**config.mk**
```make
export PLATFORM = sky130hd
export DESIGN_NAME = bmm_search
export DESIGN_NICKNAME = d
export VERILOG_FILES = /design/src/hw/rtl/bmm_pkg.sv /design/src/hw/rtl/bmm_search.sv
export SDC_FILE = /design/constraint.sdc
export NUM_CORES = 2
export LEC_CHECK = 0
export BUFFER_PORTS_ARGS = -buffer_cell sky130_fd_sc_hd__buf_2
export CORE_MARGIN = 10
export CORE_UTILIZATION = 50
export CTS_CLUSTER_DIAMETER = 30
export DETAILED_ROUTE_END_ITERATION = 12
export PLACE_DENSITY_LB_ADDON = 0.25
export SLEW_MARGIN = 15
export SYNTH_ARGS = -nofsm -noshare
export SYNTH_HDL_FRONTEND = slang
export SYNTH_SLANG_ARGS = --single-unit
```
**constraint.sdc**
```tcl
create_clock -name clk -period 10.9 [get_ports clk]
set_clock_uncertainty 0.15 [all_clocks]
set_input_delay 2.18 -clock clk [delete_from_list [all_inputs] [get_ports clk]]
set_output_delay 2.18 -clock clk [all_outputs]
set_load 0.05 [all_outputs]
```
**src/hw/rtl/bmm_pkg.sv**
```systemverilog
// bmm_pkg: shared constants and types for the bipartite matching block
// no dependencies
`timescale 1ns / 1ps
package bmm_pkg;
  localparam int MaxLeft  = 64;
  localparam int MaxRight = 64;
  localparam int LW = $clog2(MaxLeft);
  localparam int RW = $clog2(MaxRight);
  localparam int CW = 7;

  // configuration register indexes
  localparam logic CfgLeft  = 1'b0;
  localparam logic CfgRight = 1'b1;

  typedef logic [LW-1:0] lidx_t;
  typedef logic [RW-1:0] ridx_t;
  typedef logic [MaxRight-1:0] row_t;

  // one search stack frame: left vertex and its right cursor
  typedef struct packed {
    lidx_t v;
    logic [RW:0] c;
  } frame_t;

  // status from the search engine to the top level
  typedef struct packed {
    logic busy;
    logic done;
    logic [CW-1:0] count;
  } srch_stat_t;
endpackage

```
**src/hw/rtl/bmm_search.sv**
```systemverilog
// bmm_search: kuhn augmenting-path sequencer with explicit stack and owner table
// depends on bmm_pkg
`timescale 1ns / 1ps
module bmm_search import bmm_pkg::*; (
  input  logic       clk,
  input  logic       rst_n,
  input  logic       start,
  input  logic [CW-1:0] lc_in,
  input  logic [CW-1:0] rc_in,
  output lidx_t      row_addr,
  input  row_t       row_data,
  output srch_stat_t stat
);
  localparam logic [3:0] S_IDLE  = 4'd0;
  localparam logic [3:0] S_ROOT  = 4'd1;
  localparam logic [3:0] S_FETCH = 4'd2;
  localparam logic [3:0] S_STEP  = 4'd3;
  localparam logic [3:0] S_PUSH  = 4'd4;
  localparam logic [3:0] S_POP   = 4'd5;
  localparam logic [3:0] S_AUG   = 4'd6;
  localparam logic [3:0] S_DONE  = 4'd7;
  localparam logic [3:0] S_CLR   = 4'd8;

  logic [3:0] state_r;
  logic [CW-1:0] lc_r, rc_r;
  logic [LW:0] root_r;
  logic [LW:0] depth_r;
  logic [LW:0] k_r;
  logic [CW-1:0] total_r;
  row_t visited_r;
  logic [MaxRight-1:0] owned_r;
  lidx_t top_v_r;
  logic [RW:0] top_c_r;
  lidx_t owner_r [MaxRight];
  frame_t stk_r [MaxLeft];
  lidx_t owner_rd_r;
  frame_t stk_rd_r;

  ridx_t wi;
  lidx_t stk_raddr;

  // top frame lives in registers, the frames below it in stk_r
  assign wi = top_c_r[RW-1:0];
  assign row_addr = top_v_r;
  assign stk_raddr = (state_r == S_AUG) ? LW'(k_r - 2'd2) : LW'(depth_r - 2'd2);

  assign stat.busy  = (state_r != S_IDLE);
  assign stat.done  = (state_r == S_DONE);
  assign stat.count = total_r;

  always_ff @(posedge clk) begin
    owner_rd_r <= owner_r[wi];
    stk_rd_r <= stk_r[stk_raddr];
  end

  always_ff @(posedge clk) begin
    if (!rst_n) begin
      state_r <= S_IDLE;
      owned_r <= '0;
      total_r <= '0;
      depth_r <= '0;
      visited_r <= '0;
    end else begin
      unique case (state_r)
        S_IDLE: if (start) begin
          lc_r <= (lc_in > CW'(MaxLeft)) ? CW'(MaxLeft) : lc_in;
          rc_r <= (rc_in > CW'(MaxRight)) ? CW'(MaxRight) : rc_in;
          owned_r <= '0;
          total_r <= '0;
          root_r <= '0;
          state_r <= S_ROOT;
        end
        S_ROOT: begin
          if ({1'b0, root_r} >= (LW+2)'(lc_r)) state_r <= S_DONE;
          else begin
            visited_r <= '0;
            top_v_r <= LW'(root_r);
            top_c_r <= '0;
            depth_r <= (LW+1)'(1);
            state_r <= S_FETCH;
          end
        end
        // row of the new top vertex is read this cycle
        S_FETCH: state_r <= S_STEP;
        S_STEP: begin
          if ((CW+1)'(top_c_r) >= (CW+1)'(rc_r)) begin
            depth_r <= depth_r - 1'b1;
            if (depth_r == (LW+1)'(1)) begin
              root_r <= root_r + 1'b1;
              state_r <= S_ROOT;
            end else begin
              state_r <= S_POP;
            end
          end else if (!row_data[wi] || visited_r[wi]) begin
            top_c_r <= top_c_r + 1'b1;
          end else begin
            visited_r[wi] <= 1'b1;
            if (!owned_r[wi]) begin
              owner_r[wi] <= top_v_r;
              owned_r[wi] <= 1'b1;
              if (depth_r == (LW+1)'(1)) begin
                total_r <= total_r + 1'b1;
                depth_r <= '0;
                root_r <= root_r + 1'b1;
                state_r <= S_ROOT;
              end else begin
                k_r <= depth_r - 1'b1;
                state_r <= S_AUG;
              end
            end else if (depth_r < (LW+1)'(MaxLeft)) begin
              state_r <= S_PUSH;
            end else begin
              top_c_r <= top_c_r + 1'b1;
            end
          end
        end
        S_PUSH: begin
          if (CW'(owner_rd_r) < lc_r) begin
            stk_r[LW'(depth_r - 1'b1)] <= {top_v_r, top_c_r};
            top_v_r <= owner_rd_r;
            top_c_r <= '0;
            depth_r <= depth_r + 1'b1;
            state_r <= S_FETCH;
          end else begin
            top_c_r <= top_c_r + 1'b1;
            state_r <= S_STEP;
          end
        end
        S_POP: begin
          top_v_r <= stk_rd_r.v;
          top_c_r <= stk_rd_r.c + 1'b1;
          state_r <= S_FETCH;
        end
        S_AUG: begin
          // walk the saved frames writing new owners along the path
          owner_r[stk_rd_r.c[RW-1:0]] <= stk_rd_r.v;
          owned_r[stk_rd_r.c[RW-1:0]] <= 1'b1;
          k_r <= k_r - 1'b1;
          if (k_r == (LW+1)'(1)) begin
            total_r <= total_r + 1'b1;
            depth_r <= '0;
            root_r <= root_r + 1'b1;
            state_r <= S_ROOT;
          end
        end
        S_DONE: state_r <= S_CLR;
        S_CLR: state_r <= S_IDLE;
        default: state_r <= S_IDLE;
      endcase
    end
  end
endmodule

```
==> results.toml <==
[power]
leakage_nw = 24.3
pwr_density_cell_nw_per_um2 = 266
total_power_mw = 18.4
pwr-share-clk = 0.427
ir_drop_mv = 0.190
p_seq_frac = 0.350
p_comb_frac = 0.223
p_switching_mw = 5.64
switching_share = 0.307
intPower_mw = 12.7

[sta]
fmax_mhz = 177
tns_ps = 0
maxSlewViolCount = 0
rsz0062_at_grt = "false"
post-route-period-util = 0.519
setup_violations = 0
tightestPinTransition_ps = 1180
min_period_ps = 5660
maxSlewHeadroom = 0.208
final_hold_viol_count = 0

[route]
vias_per_cell = 6.24
wl_um = 151000
routed-via-count = 35300
dr.pass1.iters = 6
post_drt_wl_per_cell_um = 26.7
ant_nets = 0
drtIter0Drc = 4144
remaining_drc_errors = 0

[synthesis]
synth_edf_count = 1257
syn-instance-count = 3748
synth_flop_cell = "edfxtp_1"
ys_seq_area_frac = 0.706
ys_types = 79
yosys_warnings = 0
syn_nets = 3858
avgSynthCellArea_um2 = 15.5
synth_area_um2 = 58200
async_reset_ff_frac = 0
synth-seq-cells = 1422

[die]
die_w_um = 361
initial_core_util = 0.502
num_rows = 125
core_area_um2 = 116000
dieArea_um2 = 130000
pin_count = 96
die_h_um = 361

[grt]
grt_pass1_vias = 34400
grt_pass1_wl_um = 224000
overflow = 0
antenna_found_initial = 2
grt_max_degree = 122
grt_use_total = 0.227

[placement]
place_inst = 5207
gp_routability_congestion = 0.864
portBuffers = 95
place_hpwl_um = 84900

[cts]
cts_setup_buffers = 0
cts_made_buffers = 238
clkSinkCount = 1422
clk_pin_slew_ps = 50
clk_latency_ps = 840
ctsHtreeMaxLevel = 4
tritoncts = "done"
clock_path_buffers = 3
cts_resized = 0
hold_buffers = 0
root_buffer = "clkbuf_16"

[worst_setup_path]
crit_path_end_kind = "flip-flop"
path_class = "reg2reg"
cp.arrival_ps = 5950
required_ps = 11190
crit_fanout = 75
start_kind = "flip-flop"

[status]
status = "finished, final reports clean"

[flow_run]
maxCapViolCount = 0

[finish]
num-fill-cells = 8472
area_growth_pct = 18.9
layout-drive-gt1-share = 0.191
nets = 4033
layout.cells.non_filler = 5664

[min_path]
hold_path_class = "reg2reg"
path summary, 6_finish.rpt:
kind,slack (ps),depth (start not counted),start,to
setup / recovery,5240,11,top_c_r[2],owner_r[11][4]
hold / removal,300,2,owned_r[57],owned_r[57]
setup reg to reg,5240,11,top_c_r[2],owner_r[11][4]
hold reg to reg,300,2,owned_r[57],owned_r[57]
state kept, by name (all words and copies together), names as in the netlist, 13 cells and up:
register   count
owner_r      384
stk_r        832
visited_r     64
stk_rd_r      13
owned_r       64
power groups by stage:
stage                     Sequential [mW]  Clock, mW  Combinational [mW]
after global placement               6.53          0                4.00
after floorplan                      6.53          0                2.63
after CTS                            6.43       7.92                4.05
final                                6.43       7.85                4.09
after global routing                 6.43       8.19                4.34
after detailed placement             6.54          0                4.03
metal layers:
metal | track usage | routed length [µm] | up-vias
met3 | 0.0477 | 13400 | 258
met5 | 0 | 13 | -
met2 | 0.343 | 68900 | 1755
met4 | 0.0734 | 3770 | 2
met1 | 0.327 | 65000 | 17900
li1 | - | - | 15400
layout make-up:
type	instances	area (µm²)	share of cell area
Inverter	30	120	0.00174
Multi-Input combinational cell	2026	16100	0.233
Clock inverter	180	2340	0.0339
Timing Repair Buffer	205	1340	0.0194
Sequential cell	1422	41000	0.594
Tap cell	1524	1910	0.0276
Clock buffer	276	6290	0.0910
Antenna cell	1	2.50	0.0000362
Yosys cell counts (5+ instances only):
cell type	instances	share of area
buf_1	34	0.0022
o31ai_1	41	0.0053
xor2_1	19	0.0029
xnor2_1	18	0.0027
clkbuf_1	173	0.011
nand3_1	38	0.0033
o21ai_0	73	0.0063
mux4_2	93	0.036
a21oi_1	61	0.0052
nand2_1	256	0.017
a22oi_1	221	0.029
a221oi_1	37	0.0056
a41oi_1	5	0.00075
nand4_1	29	0.0031
mux2_2	17	0.0033
a22o_1	89	0.013
nor4_1	6	0.00065
o22ai_1	17	0.0018
a211oi_1	59	0.0076
inv_1	27	0.0017
nor2b_1	16	0.0017
a221o_1	8	0.0014
a21o_1	5	0.00065
o21ai_1	7	0.00060
ha_1	29	0.0062
nand2b_1	8	0.00086
edfxtp_1	1257	0.65
buf_6	10	0.0019
a31oi_1	22	0.0024
nor3_1	92	0.0079
o221ai_1	15	0.0023
a311oi_1	53	0.0080
mux2i_1	379	0.065
and3_1	15	0.0016
buf_2	50	0.0043
dfxtp_1	165	0.057
o211ai_1	7	0.00090
nor2_1	139	0.0090
and2_1	68	0.0073
nor3b_1	9	0.0012
o22a_1	6	0.00090
layout by cell type, fill, tap and decap left out, types with 17 or more instances in the layout:
master,instances
xnor2_1,17
and2_1,68
o31ai_1,41
a221oi_1,37
a21oi_1,58
bufinv_16,37
clkinv_2,25
a22oi_1,221
dfxtp_1,165
a211oi_1,59
buf_4,107
clkinv_4,28
mux2i_1,379
a31oi_1,22
nand3_1,38
ha_1,28
nor3_1,85
clkinvlp_4,27
inv_1,27
inv_6,29
nand2_1,256
a311oi_1,53
buf_2,95
clkbuf_16,243
o21ai_0,72
mux4_2,93
o22ai_1,17
clkbuf_1,24
xor2_1,18
edfxtp_1,1257
nand4_1,29
a22o_1,89
nor2_1,124
worst max-delay path, stage by stage (launching register included):
cell,delay (ps)
edfxtp_1,350
buf_4,560
buf_4,740
nand2b_1,400
a2bb2oi_1,240
o221ai_1,140
a222oi_1,370
nand4_2,310
nor4_4,730
a21boi_4,100
buf_4,330
nor3_1,790
per-stage QoR:
step                      hold WS (ps)  setup slack (ps)   util  area, µm²
after CTS                          300              5210  0.597      69100
after global placement             277              5310  0.522      60500
after floorplan                    266              6190      -      58200
after detailed placement           287              5170  0.522      60500
after global routing               317              5010  0.597      69200
final                              300              5240  0.597      69200
logic make-up after synthesis:
kind of cell	after synthesis	share of synthesized area
AND/OR/NAND/NOR	702	0.0574
AO/OA/AOI/OAI	764	0.0976
flip-flops	1422	0.706
adder cells (fa/ha/maj)	29	0.00624
multiplexers	494	0.106
XOR/XNOR	37	0.00557
buffers and inverters	300	0.0219
(Power assumes the default switching activity.)
